[src/design/tpc_pkg.sv]
// Shared widths, types and codes of the triangle plane clipper.
// No dependencies; imported by every module of the block.
package tpc_pkg;

   localparam int COORD_W    = 32;
   localparam int COLOR_W    = 24;
   localparam int DIFF_W     = COORD_W + 1;
   localparam int PROD_W     = DIFF_W + COORD_W;
   localparam int DIST_W     = PROD_W + 2;
   localparam int DEN_W      = DIST_W + 1;
   localparam int MAG_W      = COORD_W;
   localparam int QUO_W      = COORD_W;
   localparam int NUM_W      = DEN_W + QUO_W;
   localparam int CHUNK_W    = 23;
   localparam int CHUNK_N    = 3;
   localparam int PP_W       = CHUNK_W + MAG_W;
   localparam int DIST_LAT   = 3;
   localparam int LANE_LAT   = 3 + QUO_W + 1;
   localparam int CSR_IDX_W  = 3;
   localparam int CSR_DATA_W = 32;

   // config register indexes
   localparam logic [CSR_IDX_W-1:0] CSR_POINT_X  = 3'd0;
   localparam logic [CSR_IDX_W-1:0] CSR_POINT_Y  = 3'd1;
   localparam logic [CSR_IDX_W-1:0] CSR_POINT_Z  = 3'd2;
   localparam logic [CSR_IDX_W-1:0] CSR_NORMAL_X = 3'd3;
   localparam logic [CSR_IDX_W-1:0] CSR_NORMAL_Y = 3'd4;
   localparam logic [CSR_IDX_W-1:0] CSR_NORMAL_Z = 3'd5;

   localparam logic signed [COORD_W-1:0] POINT_Z_RST  = 32'sd6554;
   localparam logic signed [COORD_W-1:0] NORMAL_Z_RST = 32'sd65536;

   // x sits in the low bits
   typedef struct packed {
      logic signed [COORD_W-1:0] z;
      logic signed [COORD_W-1:0] y;
      logic signed [COORD_W-1:0] x;
   } vert_type;

   // vertex 0 in the low bits, color on top
   typedef struct packed {
      logic [COLOR_W-1:0] color;
      vert_type           v2;
      vert_type           v1;
      vert_type           v0;
   } tri_type;

   localparam int TRI_W = $bits(tri_type);

   typedef enum logic [1:0] {
      CASE_NONE,
      CASE_ALL,
      CASE_ONE,
      CASE_TWO
   } case_type;

   // what reaches the output stage for one input triangle
   typedef struct packed {
      case_type           ncase;
      vert_type           sv0;
      vert_type           sv1;
      vert_type           sv2;
      vert_type           x0;
      vert_type           x1;
      logic [COLOR_W-1:0] color;
   } mrg_item_type;

endpackage

[src/design/tpc_out_merge.sv]
// Output stage: turns one clipped item into zero, one or two triangles.
// Holds up to two triangles; depends on tpc_pkg.
module tpc_out_merge import tpc_pkg::*; (
   input  logic             clock,
   input  logic             reset,
   input  logic             item_valid,
   input  mrg_item_type     item,
   output logic             advance,
   output logic             rsp_tvalid,
   input  logic             rsp_tready,
   output logic [TRI_W-1:0] rsp_tdata,
   output logic             rsp_tlast
);

   logic [1:0] cnt_ff, cnt_in, new_cnt;
   tri_type    head_ff, head_in, next_ff, next_in, t0, t1;
   logic       head_last_ff, head_last_in, t0_last;
   logic       take, can_load, load;

   // build the triangles of the incoming item
   always_comb begin
      t0       = '{color: item.color, v0: item.sv0, v1: item.sv1, v2: item.sv2};
      t1       = '{color: item.color, v0: item.sv1, v1: item.x0, v2: item.x1};
      t0_last  = 1'b1;
      new_cnt  = 2'd1;
      unique case (item.ncase)
         CASE_NONE: new_cnt = 2'd0;
         CASE_ALL:  new_cnt = 2'd1;
         CASE_ONE: begin
            t0.v1 = item.x0;
            t0.v2 = item.x1;
         end
         CASE_TWO: begin
            t0.v2   = item.x0;
            t0_last = 1'b0;
            new_cnt = 2'd2;
         end
      endcase
   end

   always_comb begin
      take     = (cnt_ff != 2'd0) && rsp_tready;
      can_load = (cnt_ff == 2'd0) || ((cnt_ff == 2'd1) && take);
      load     = item_valid && can_load;
      advance  = !item_valid || can_load;
   end

   // buffer update
   always_comb begin
      cnt_in       = cnt_ff;
      head_in      = head_ff;
      head_last_in = head_last_ff;
      next_in      = next_ff;
      if (load) begin
         cnt_in       = new_cnt;
         head_in      = t0;
         head_last_in = t0_last;
         next_in      = t1;
      end else if (take) begin
         cnt_in       = cnt_ff - 2'd1;
         head_in      = next_ff;
         head_last_in = 1'b1;
      end
   end

   always_ff @(posedge clock) begin
      if (reset) begin
         cnt_ff <= 2'd0;
      end else begin
         cnt_ff <= cnt_in;
      end
      head_ff      <= head_in;
      head_last_ff <= head_last_in;
      next_ff      <= next_in;
   end

   assign rsp_tvalid = (cnt_ff != 2'd0);
   assign rsp_tdata  = head_ff;
   assign rsp_tlast  = head_last_ff;

endmodule

[config.mk]
export PLATFORM = sky130hd
export DESIGN_NAME = tpc_out_merge
export DESIGN_NICKNAME = d
export VERILOG_FILES = /design/src/design/tpc_pkg.sv /design/src/design/tpc_out_merge.sv
export SDC_FILE = /design/constraint.sdc
export NUM_CORES = 1
export LEC_CHECK = 0
export ABC_AREA = 1
export BUFFER_PORTS_ARGS = -buffer_cell sky130_fd_sc_hd__clkbuf_2
export CELL_PAD_IN_SITES_DETAIL_PLACEMENT = 2
export CELL_PAD_IN_SITES_GLOBAL_PLACEMENT = 2
export CORE_AREA = 2 2 323 325
export CTS_BUF_LIST = sky130_fd_sc_hd__clkbuf_4 sky130_fd_sc_hd__clkbuf_8 sky130_fd_sc_hd__clkbuf_16
export DETAILED_ROUTE_END_ITERATION = 8
export DIE_AREA = 0 0 325 327
export PLACE_DENSITY = 0.65
export SLEW_MARGIN = 10
export SYNTH_ARGS = -nofsm -noshare
export SYNTH_HDL_FRONTEND = slang
export SYNTH_SLANG_ARGS = --single-unit
[constraint.sdc]
create_clock -name clock -period 20 [get_ports clock]
set_input_delay 3 -clock clock [delete_from_list [all_inputs] [get_ports clock]]
set_output_delay 3 -clock clock [all_outputs]
set_load 0.005 [all_outputs]
Yosys cells after proc, flatten, opt, wreduce, memory -nomap -nowiden

Cells that the tools add are included.

Input bits: 510
Word-level logic and storage cells: 46
Output and inout port bits: 315
Bits in registers: 627

Equality and inequality tests: 3
Muxes and demuxes: 10
Add/sub/neg operators: 1
Reductions and logical operators: 10

Operator list:

| cell                                                                   | count |
|---|---|
| 312-bit 2-to-1 mux                                                     | 2 |
| 96-bit one-hot mux with 2 select lines                                 | 1 |
| 96-bit 2-to-1 mux                                                      | 1 |
| 2-bit equality test (second input constant)                            | 2 |
| 2-bit logical NOT                                                      | 2 |
| 2-bit 2-to-1 mux                                                       | 2 |
| 2-bit one-hot mux with 2 select lines                                  | 1 |
| 2-bit nonzero test                                                     | 2 |
| 1-bit logical AND                                                      | 3 |
| 1-bit 2-to-1 mux                                                       | 3 |
| 2-bit by 1-bit equality test with 1-bit output (second input constant) | 1 |
| 1-bit logical OR                                                       | 2 |
| 2-bit by 1-bit subtractor with 2-bit output (second input constant)    | 1 |
| 1-bit logical NOT                                                      | 1 |

Depth between registers and ports, before layout

Gate-level depths: netlist of run 1.

Depth after elaboration: 6
Depth in mapped cells: 10
Mapped depth without buffers: 9

Worst setup path after synthesis of run 1

Ideal clock, no wire load.

Kind: input to register
Start point: input port rsp_tready
End point: register head_ff (netlist bit rsp_tdata[0]) (enable)
Arrival: 8.617 ns
Setup slack: 9.033 ns
Setup time: 2.350 ns
Stages: 6
Path buffers: 2
Required time: 17.650 ns
Path through: nand2_1 nand2_2 nand2_4 buf_4 buf_2 nand2_1

Longest elaborated chain between the ends: 5

RTL lines:

| item                                  | line                | source |
|---|---|---|
| start: declaration                    | tpc_out_merge.sv:10 | `input logic rsp_tready,` |
| 1-bit logical AND *                   | tpc_out_merge.sv:42 | `take = (cnt_ff != 2'd0) && rsp_tready;` |
| 1-bit logical AND                     | tpc_out_merge.sv:43 | `can_load = (cnt_ff == 2'd0) \|\| ((cnt_ff == 2'd1) && take);` |
| 1-bit logical OR                      | tpc_out_merge.sv:43 |  |
| 1-bit logical AND                     | tpc_out_merge.sv:44 | `load = item_valid && can_load;` |
| 2-bit nonzero test (no source line) * | n/a                 |  |
| end signal: assignment                | tpc_out_merge.sv:72 | `head_ff <= head_in;` |
| end: declaration                      | tpc_out_merge.sv:16 | `tri_type head_ff, head_in, next_ff, next_in, t0, t1;` |

Every way passes the cells marked *; elsewhere a longest branch is shown, timed or not.
A chain may end at the register's enable or synchronous reset.

Final worst setup path of run 1

Start point: input port rsp_tready
End point: register head_ff (netlist bit rsp_tdata[94]) (enable)

The elaborated chain is that of the path after synthesis.

==> flow_metrics.py, run 1 <==
metrics = {
    "status": {
        "status": "finished, final reports clean",
    },
    "sta": {
        "timing.fmax_mhz": 154,
        "hold_viol": 0,
        "period_needed_ps": 6480,
        "timing.slew.headroom_pct": 26.7,
        "fin_hold_ws_ps": 499,
        "rsz0062_at_grt": "false",
        "setup_tns_ps": 0,
        "period_share_pct": 32.4,
        "report.final.slew_viol_count": 0,
        "clock-skew-final_ps": 23.5,
        "worstMarginPinSlew_ps": 1100,
        "setup_viol": 0,
    },
    "floorplan": {
        "initial_core_util_pct": 25.1,
        "dieArea_um2": 106000,
        "dieHeight_um": 327,
        "ioPinCount": 825,
        "rows": 118,
        "die_x_um": 325,
        "core_area_um2": 103000,
    },
    "finish": {
        "fin_cells": 4552,
        "drive_above_1_share_pct": 30.6,
        "final_cell_mix": "nand2_1, clkbuf_2, edfxtp_1",
        "final_common_cell": "nand2_1",
        "fin_util_pct": 32.7,
        "nNetsFinal": 3608,
        "syn2layout_area_growth_pct": 30.6,
        "final_cell_area_um2": 33700,
    },
    "critical_path": {
        "reg2reg_slack_ps": 15420,
        "r2r_start": "cnt_ff[0]",
        "crit_fanout": 74,
        "worstPathRequired_ps": 20230,
        "reg2reg_to": "rsp_tdata[94]",
        "cp-startpoint": "rsp_tready",
        "cp-end-kind": "register",
        "cp.arrival_ps": 6700,
        "start_kind": "primary input",
        "crit_type": "primary input to register",
        "rr_worst_depth": 9,
        "cp-endpoint": "rsp_tdata[94]",
    },
    "clock_network": {
        "cts_tree": "built",
        "cts_resized": 0,
        "clock-sinks": 627,
        "cts_made_buffers": 77,
        "path_clk_slew_ps": 60,
        "hold_buffers": 0,
        "cts_setup_buffers": 0,
        "clk_latency_ps": 620,
        "cts_max_path_buffers": 3,
        "cts_root_buffer": "clkbuf_16",
        "htree_num_levels": 3,
    },
    "drt": {
        "vias": 19900,
        "ant_nets": 0,
        "viasPerCell": 4.37,
        "firstDrtPassIters": 4,
        "wirelength_um": 98600,
        "wire_per_inst_um": 21.7,
        "remaining_drc_errors": 0,
        "drt_iter0_drc": 1081,
    },
    "synthesis": {
        "syn-instance-count": 2291,
        "synth_nets": 2806,
        "synth_largest_area_cell": "edfxtp_1",
        "netlist_area_um2": 25800,
        "syn_area_per_cell_um2": 11.3,
        "synth.distinct_cells": 20,
        "synth.top_cell.area_share_pct": 72.8,
        "synth.area.top_cells": "edfxtp_1, nand2_1, o211ai_1",
        "ys_warn_count": 0,
        "synth-seq-cells": 627,
        "yosysSeqAreaShare_pct": 72.9,
    },
    "grt": {
        "antenna_found_initial": 34,
        "grt_pass1_wl_um": 143000,
        "grt_pass1_vias": 21300,
        "grt_overflow": 0,
        "grt_max_degree": 220,
        "grt_usage_pct": 18.1,
    },
    "power": {
        "leakagePower_nw": 15.0,
        "powerDensity_nw_per_um2": 128,
        "ir_drop_v": 0.000113,
    },
    "placement": {
        "portBuffers": 824,
        "gp_congestion": 0.795,
        "placedCellCount": 4394,
        "placed_area_um2": 31200,
        "hpwl_um": 70600,
    },
    "flow_run": {
        "max_cap_viol_count": 0,
    },
    "worst_hold_path": {
        "hp-class": "register to register",
    },
}
## routing by layer
layer / up-vias / GRT usage (%) / share of wire (%)
met2: 557 / 31.6 / 51
met1: 9844 / 20.2 / 38
li1: 9302 / - / -
met4: 18 / 8.60 / 3.8
met3: 164 / 5.49 / 6.6
met5: - / 0 / 0.14
## worst min-delay path by stage
stage | slack (ps) | end | cells after the start | from
global route | 510 | cnt_ff[1] | 2 | cnt_ff[1]
finish | 500 | cnt_ff[1] | 2 | cnt_ff[1]
global placement | 480 | cnt_ff[1] | 2 | cnt_ff[1]
floorplan | 450 | cnt_ff[1] | 2 | cnt_ff[1]
detailed placement | 490 | cnt_ff[1] | 2 | cnt_ff[1]
CTS | 500 | cnt_ff[1] | 2 | cnt_ff[1]
## state kept, by name, summed over array words and instances (netlist names)
register   cells
rsp_tlast      1
next_ff      312
rsp_tdata    312
cnt_ff         2
## layout make-up
cell class / count / area [µm²]
Fill cell: 11300 / 69200
Tap cell: 1380 / 1730
Clock buffer: 93 / 2080
Sequential cell: 627 / 18800
Timing Repair Buffer: 844 / 4290
Inverter: 103 / 403
Clock inverter: 39 / 310
Antenna cell: 26 / 65.1
Multi-Input combinational cell: 1440 / 6000
## per-stage QoR
step | power (mW) | worst slack [ps]
2_1_floorplan | 2.53 | 9030
3_3_place_gp | 2.98 | 12890
3_5_place_dp | 3.01 | 12780
4_1_cts | 4.39 | 13480
5_1_grt | 4.53 | 13210
6_report | 4.31 | 13520
## cells in the mapped netlist
| cell type | instances |
|---|---|
| nand2_1 | 1232 |
| dfxtp_1 | 2 |
| clkbuf_1 | 20 |
| a21oi_1 | 1 |
| buf_4 | 17 |
| xor2_1 | 1 |
| buf_2 | 74 |
| nor2_4 | 1 |
| nand2_2 | 1 |
| inv_1 | 102 |
| inv_4 | 1 |
| nand3_1 | 99 |
| ha_1 | 5 |
| edfxtp_1 | 625 |
| nor2_1 | 2 |
| buf_6 | 3 |
| nand3b_1 | 1 |
| o211ai_1 | 96 |
| nand2_4 | 1 |
| buf_1 | 7 |
## where the power goes
part           internal, mW  switching [mW]  total, mW
Sequential             1.91          0.0975       2.01
Combinational         0.290           0.655      0.945
Clock                 0.800           0.555       1.36
Total                  3.00            1.31       4.31
## kinds of logic after synthesis
| logic type | Yosys count | synth area share [%] |
|---|---|---|
| compound gates | 97 | 2.81 |
| fa+ha+maj | 5 | 0.243 |
| flops | 627 | 72.9 |
| xor+xnor | 1 | 0.0340 |
| simple gates | 1337 | 20.0 |
| buf+inv | 224 | 3.96 |
## worst max-delay path: stages
cell and delay [ps]:
clkbuf_2 100, nand2_1 80, nand2_2 120, nand2_8 340, nand2_4 560, buf_4 770, buf_4 680, buf_4 810
Power figures use the tool's default switching activity.
==> run 2: changes to the inputs <==
clock period = 6 ns   (was 20 ns; I/O delays follow)
==> flow_metrics.py, run 2 (synthesized netlist as in run 1, its figures left out) <==
metrics = {
    "power": {
        "leakagePower_nw": 15.1,
        "ir_drop_v": 0.000208,
        "powerDensity_nw_per_um2": 430,
    },
    "clock_network": {
        "cts_made_buffers": 77,
        "cts_resized": 0,
        "clk_latency_ps": 630,
        "cts_setup_buffers": 0,
        "clock-sinks": 627,
        "hold_buffers": 0,
        "htree_num_levels": 3,
        "cts_tree": "built",
        "cts_root_buffer": "clkbuf_16",
        "cts_max_path_buffers": 3,
        "path_clk_slew_ps": 60,
    },
    "drt": {
        "firstDrtPassIters": 5,
        "wire_per_inst_um": 21.5,
        "vias": 19900,
        "ant_nets": 0,
        "drt_iter0_drc": 981,
        "viasPerCell": 4.37,
        "wirelength_um": 97900,
        "remaining_drc_errors": 0,
    },
    "sta": {
        "report.final.slew_viol_count": 0,
        "timing.slew.headroom_pct": 30.7,
        "worstMarginPinSlew_ps": 1040,
        "setup_tns_ps": 0,
        "timing.fmax_mhz": 328,
        "hold_viol": 0,
        "rsz0062_at_grt": "false",
        "period_share_pct": 50.8,
        "clock-skew-final_ps": 26.1,
        "setup_viol": 0,
        "fin_hold_ws_ps": 457,
        "period_needed_ps": 3050,
    },
    "critical_path": {
        "rr_worst_depth": 9,
        "crit_fanout": 164,
        "cp-end-kind": "register",
        "crit_type": "register to register",
        "start_kind": "register",
        "worstPathRequired_ps": 6500,
        "cp.arrival_ps": 3550,
    },
    "finish": {
        "drive_above_1_share_pct": 31.0,
        "final_cell_mix": "nand2_1, clkbuf_2, edfxtp_1",
        "final_common_cell": "nand2_1",
        "final_cell_area_um2": 34000,
        "nNetsFinal": 3611,
        "syn2layout_area_growth_pct": 31.7,
    },
    "status": {
        "status": "finished, final reports clean",
    },
    "grt": {
        "antenna_found_initial": 40,
        "grt_overflow": 0,
        "grt_max_degree": 165,
        "grt_pass1_wl_um": 143000,
        "grt_pass1_vias": 21500,
        "grt_usage_pct": 18.0,
    },
    "floorplan": {
        "dieArea_um2": 106000,
        "core_area_um2": 103000,
        "ioPinCount": 825,
        "rows": 118,
        "dieHeight_um": 327,
        "initial_core_util_pct": 25.1,
        "die_x_um": 325,
    },
    "placement": {
        "gp_congestion": 0.791,
        "placed_area_um2": 31400,
        "portBuffers": 824,
        "hpwl_um": 70000,
    },
    "flow_run": {
        "max_cap_viol_count": 0,
    },
    "worst_hold_path": {
        "hold_path_depth": 1,
        "hp-class": "primary input to register",
    },
}
-- run 2: changes by cell type in the layout (fill, tap and decap cells not counted), sizes merged --
cell	before	now
inv	104	106
clkinv	30	26
buf	20	23
bufinv	5	6
clkbuf	917	925
clkinvlp	3	1
-- run 2: per-layer routing --
| metal | part of all wire [%] | track usage, % | up-vias |
|---|---|---|---|
| li1 | - | - | 9328 |
| met1 | 38 | 19.9 | 9812 |
| met2 | 51 | 31.5 | 602 |
| met3 | 7.6 | 6.03 | 178 |
| met4 | 3.8 | 8.19 | 28 |
| met5 | 0.18 | 0 | - |
-- run 2: where the power goes --
part           switching (mW)  internal [mW]
sequential              0.319           6.36
clock                    1.88           2.80
combinational            2.21           1.01
-- run 2: worst max-delay path: stages (launching register included) --
cell and delay, ps:
dfxtp_1 320, inv_1 90, ha_1 150, inv_1 100, nand2_2 150, nand2_8 340
inv_16 630, buf_4 600, o211ai_1 210, nand2_1 110
-- run 2: metrics by stage --
step,utilization [%],instances,setup WS (ps),total power [mW]
2_1_floorplan,-,2291,298,8.32
3_3_place_gp,30.5,4397,2590,9.97
3_5_place_dp,30.5,4397,2460,10.1
4_1_cts,32.9,4534,2910,14.9
5_1_grt,33.0,4556,2660,15.4
6_report,33.0,4560,2950,14.6
-- run 2: worst paths after layout --
| check | slack, ps | startpoint | end |
|---|---|---|---|
| worst min register to register | 490 | cnt_ff[1] | cnt_ff[1] |
| worst max-delay path | 2950 | cnt_ff[0] | rsp_tdata[159] |
| worst min-delay path | 460 | item[373] | next_ff[61] |
| worst max register to register | 2950 | cnt_ff[0] | rsp_tdata[159] |
-- run 2: layout make-up --
| class | instances | area, µm² |
|---|---|---|
| repair buffers | 847 | 4430 |
| diodes | 26 | 65.1 |
| flip-flops and latches | 627 | 18800 |
| clock buffers | 101 | 2170 |
| well taps | 1380 | 1730 |
| inverters | 103 | 403 |
| fillers | 11400 | 68900 |
| clock inverters | 36 | 342 |
| multi-input cells | 1440 | 6010 |
==> run 3: changes to the inputs <==
CORE_AREA = 2 2 320 322   (was 2 2 323 325)
DIE_AREA = 0 0 322 324   (was 0 0 325 327)
PLACE_DENSITY = 0.68   (was 0.65)
clock period = 2.6 ns   (was 6 ns; I/O delays follow)
==> flow_metrics.py, run 3 (synthesized netlist as in run 1, its figures left out) <==
metrics = {
    "critical_path": {
        "cp.arrival_ps": 2570,
        "cpMaxStageDelayCell": "dfxtp_2",
        "r2r_start": "cnt_ff[0]",
        "worstPathRequired_ps": 2960,
        "crit_buf_inv": 5,
        "cp_num_cells": 10,
        "crit_fanout": 60,
        "cp-end-kind": "register",
        "cp-startpoint": "cnt_ff[0]",
        "rr_worst_depth": 10,
        "worstPathCellList": "inv_2 > ha_4 > inv_4 > nand2_4 > nand2_8 > inv_16 > buf_12 > buf_4 > nand2_1 > nand2_1",
        "path_delay_family": "buffers and inverters",
        "start_kind": "register",
        "crit_type": "register to register",
        "crit_path_frequent_cell": "nand2_1",
        "max_stage_delay_ps": 360,
    },
    "drt": {
        "viasPerCell": 4.52,
        "top_layer_used": "met5",
        "vias": 22100,
        "met1_length_um": 40800,
        "wirelength_um": 110000,
        "wire_per_inst_um": 22.4,
        "firstDrtPassIters": 5,
        "ant_nets": 0,
        "dr_wl_met2_um": 56300,
        "remaining_drc_errors": 0,
        "drt_iter0_drc": 1370,
        "wl_met3_um": 6880,
    },
    "sta": {
        "clock-skew-final_ps": 22.8,
        "rsz0062_at_grt": "false",
        "setup_viol": 0,
        "setup_tns_ps": 0,
        "timing.fmax_mhz": 454,
        "hold_viol": 0,
        "timing.slew.headroom_pct": 57.4,
        "setup_ws_ps": 399,
        "period_share_pct": 84.7,
        "worstMarginPinSlew_ps": 639,
        "report.final.slew_viol_count": 0,
        "period_needed_ps": 2200,
    },
    "grt": {
        "grt_overflow": 0,
        "grt_pass1_vias": 25100,
        "grt_pass1_wl_um": 159000,
        "grt_usage_pct": 20.5,
        "antenna_found_initial": 21,
        "grt_max_degree": 112,
    },
    "finish": {
        "syn2layout_area_growth_pct": 47.5,
        "final_cell_mix": "nand2_1, clkbuf_2, edfxtp_1",
        "num-fill-cells": 10800,
        "multiInputGateArea_um2": 6050,
        "final_common_cell": "nand2_1",
        "fin_util_pct": 37.7,
        "drive_above_1_share_pct": 28.6,
        "nNetsFinal": 4023,
        "fin_cells": 4895,
        "regArea_um2": 18800,
    },
    "clock_network": {
        "clock-sinks": 627,
        "path_clk_slew_ps": 60,
        "cts_max_path_buffers": 3,
        "cts_made_buffers": 77,
        "htree_num_levels": 3,
        "cts_tree": "built",
        "clk_latency_ps": 630,
        "cts_resized": 0,
        "cts_root_buffer": "clkbuf_16",
    },
    "floorplan": {
        "dieArea_um2": 104000,
        "core_area_um2": 101000,
        "die_x_um": 322,
        "ioPinCount": 825,
        "rows": 117,
        "dieHeight_um": 324,
        "initial_core_util_pct": 25.5,
    },
    "placement": {
        "hpwl_um": 72400,
        "portBuffers": 824,
        "placedCellCount": 4366,
        "post-place-ws_ps": 394,
        "gp_congestion": 0.819,
    },
    "power": {
        "power_mw": 34.8,
        "ir_drop_v": 0.000527,
        "leakagePower_nw": 16.9,
        "powerDensity_nw_per_um2": 914,
    },
    "worst_hold_path": {
        "hold_path_depth": 1,
        "hp-class": "primary input to register",
        "hp-start": "item[197]",
    },
    "flow_run": {
        "max_cap_viol_count": 0,
    },
    "status": {
        "status": "finished, final reports clean",
    },
}
[run 3: changes by cell type in the layout (fill, tap and decap cells not counted), sizes merged]
cell,delta
buf,+40
diode,-12
clkbuf,-5
clkinvlp,+2
dlygate4sd3,+372
bufinv,-2
inv,+1
clkinv,+10
[run 3: final timing paths]
check / endpoint / slack, ps
setup / recovery: rsp_tdata[90] / 400
hold reg to reg: cnt_ff[1] / 510
setup reg to reg: rsp_tdata[90] / 400
hold / removal: next_ff[173] / 60
[run 3: where the power goes]
| group | switching (mW) | leakage, nW | internal [mW] |
|---|---|---|---|
| Clock | 4.47 | 1.24 | 6.26 |
| Combinational | 5.48 | 9.62 | 2.99 |
| Sequential | 0.921 | 6.06 | 14.7 |
| Total | 10.9 | 16.9 | 23.9 |
[run 3: timing repair]
item | in CTS | in global routing
setup buffers | 0 | 0
endpoints found under the setup margin | 0 | 0
endpoints found under the hold margin | 381 | 0
hold buffers | 372 | 0
[run 3: worst register-to-register path: cells and delay by family (launching register included)]
family	cells	cell delay, ps
and+or+nand+nor	4	450
buffers and inverters	5	950
DFF	1	360
adders and majority gates	1	160
[run 3: cell type report]
class | count | area share, %
inverters | 103 | 1.07
clock inverters | 47 | 0.931
well taps | 1309 | 4.30
repair buffers | 1259 | 22.7
flip-flops and latches | 627 | 49.4
clock buffers | 96 | 5.62
diodes | 14 | 0.0921
multi-input cells | 1440 | 15.9
[run 3: stage by stage]
step           instance area [µm²]  hold WS [ps]
6_report                     38100          61.2
5_1_grt                      38000          20.8
4_1_cts                      38000        0.0106
3_5_place_dp                 31800           504
3_3_place_gp                 31800           495
2_1_floorplan                25900           459
[run 3: per-layer routing]
metal	GRT usage, %	vias up
met3	4.98	247
met2	36.4	808
li1	-	10100
met1	22.4	10900
met5	0	-
met4	11.4	12
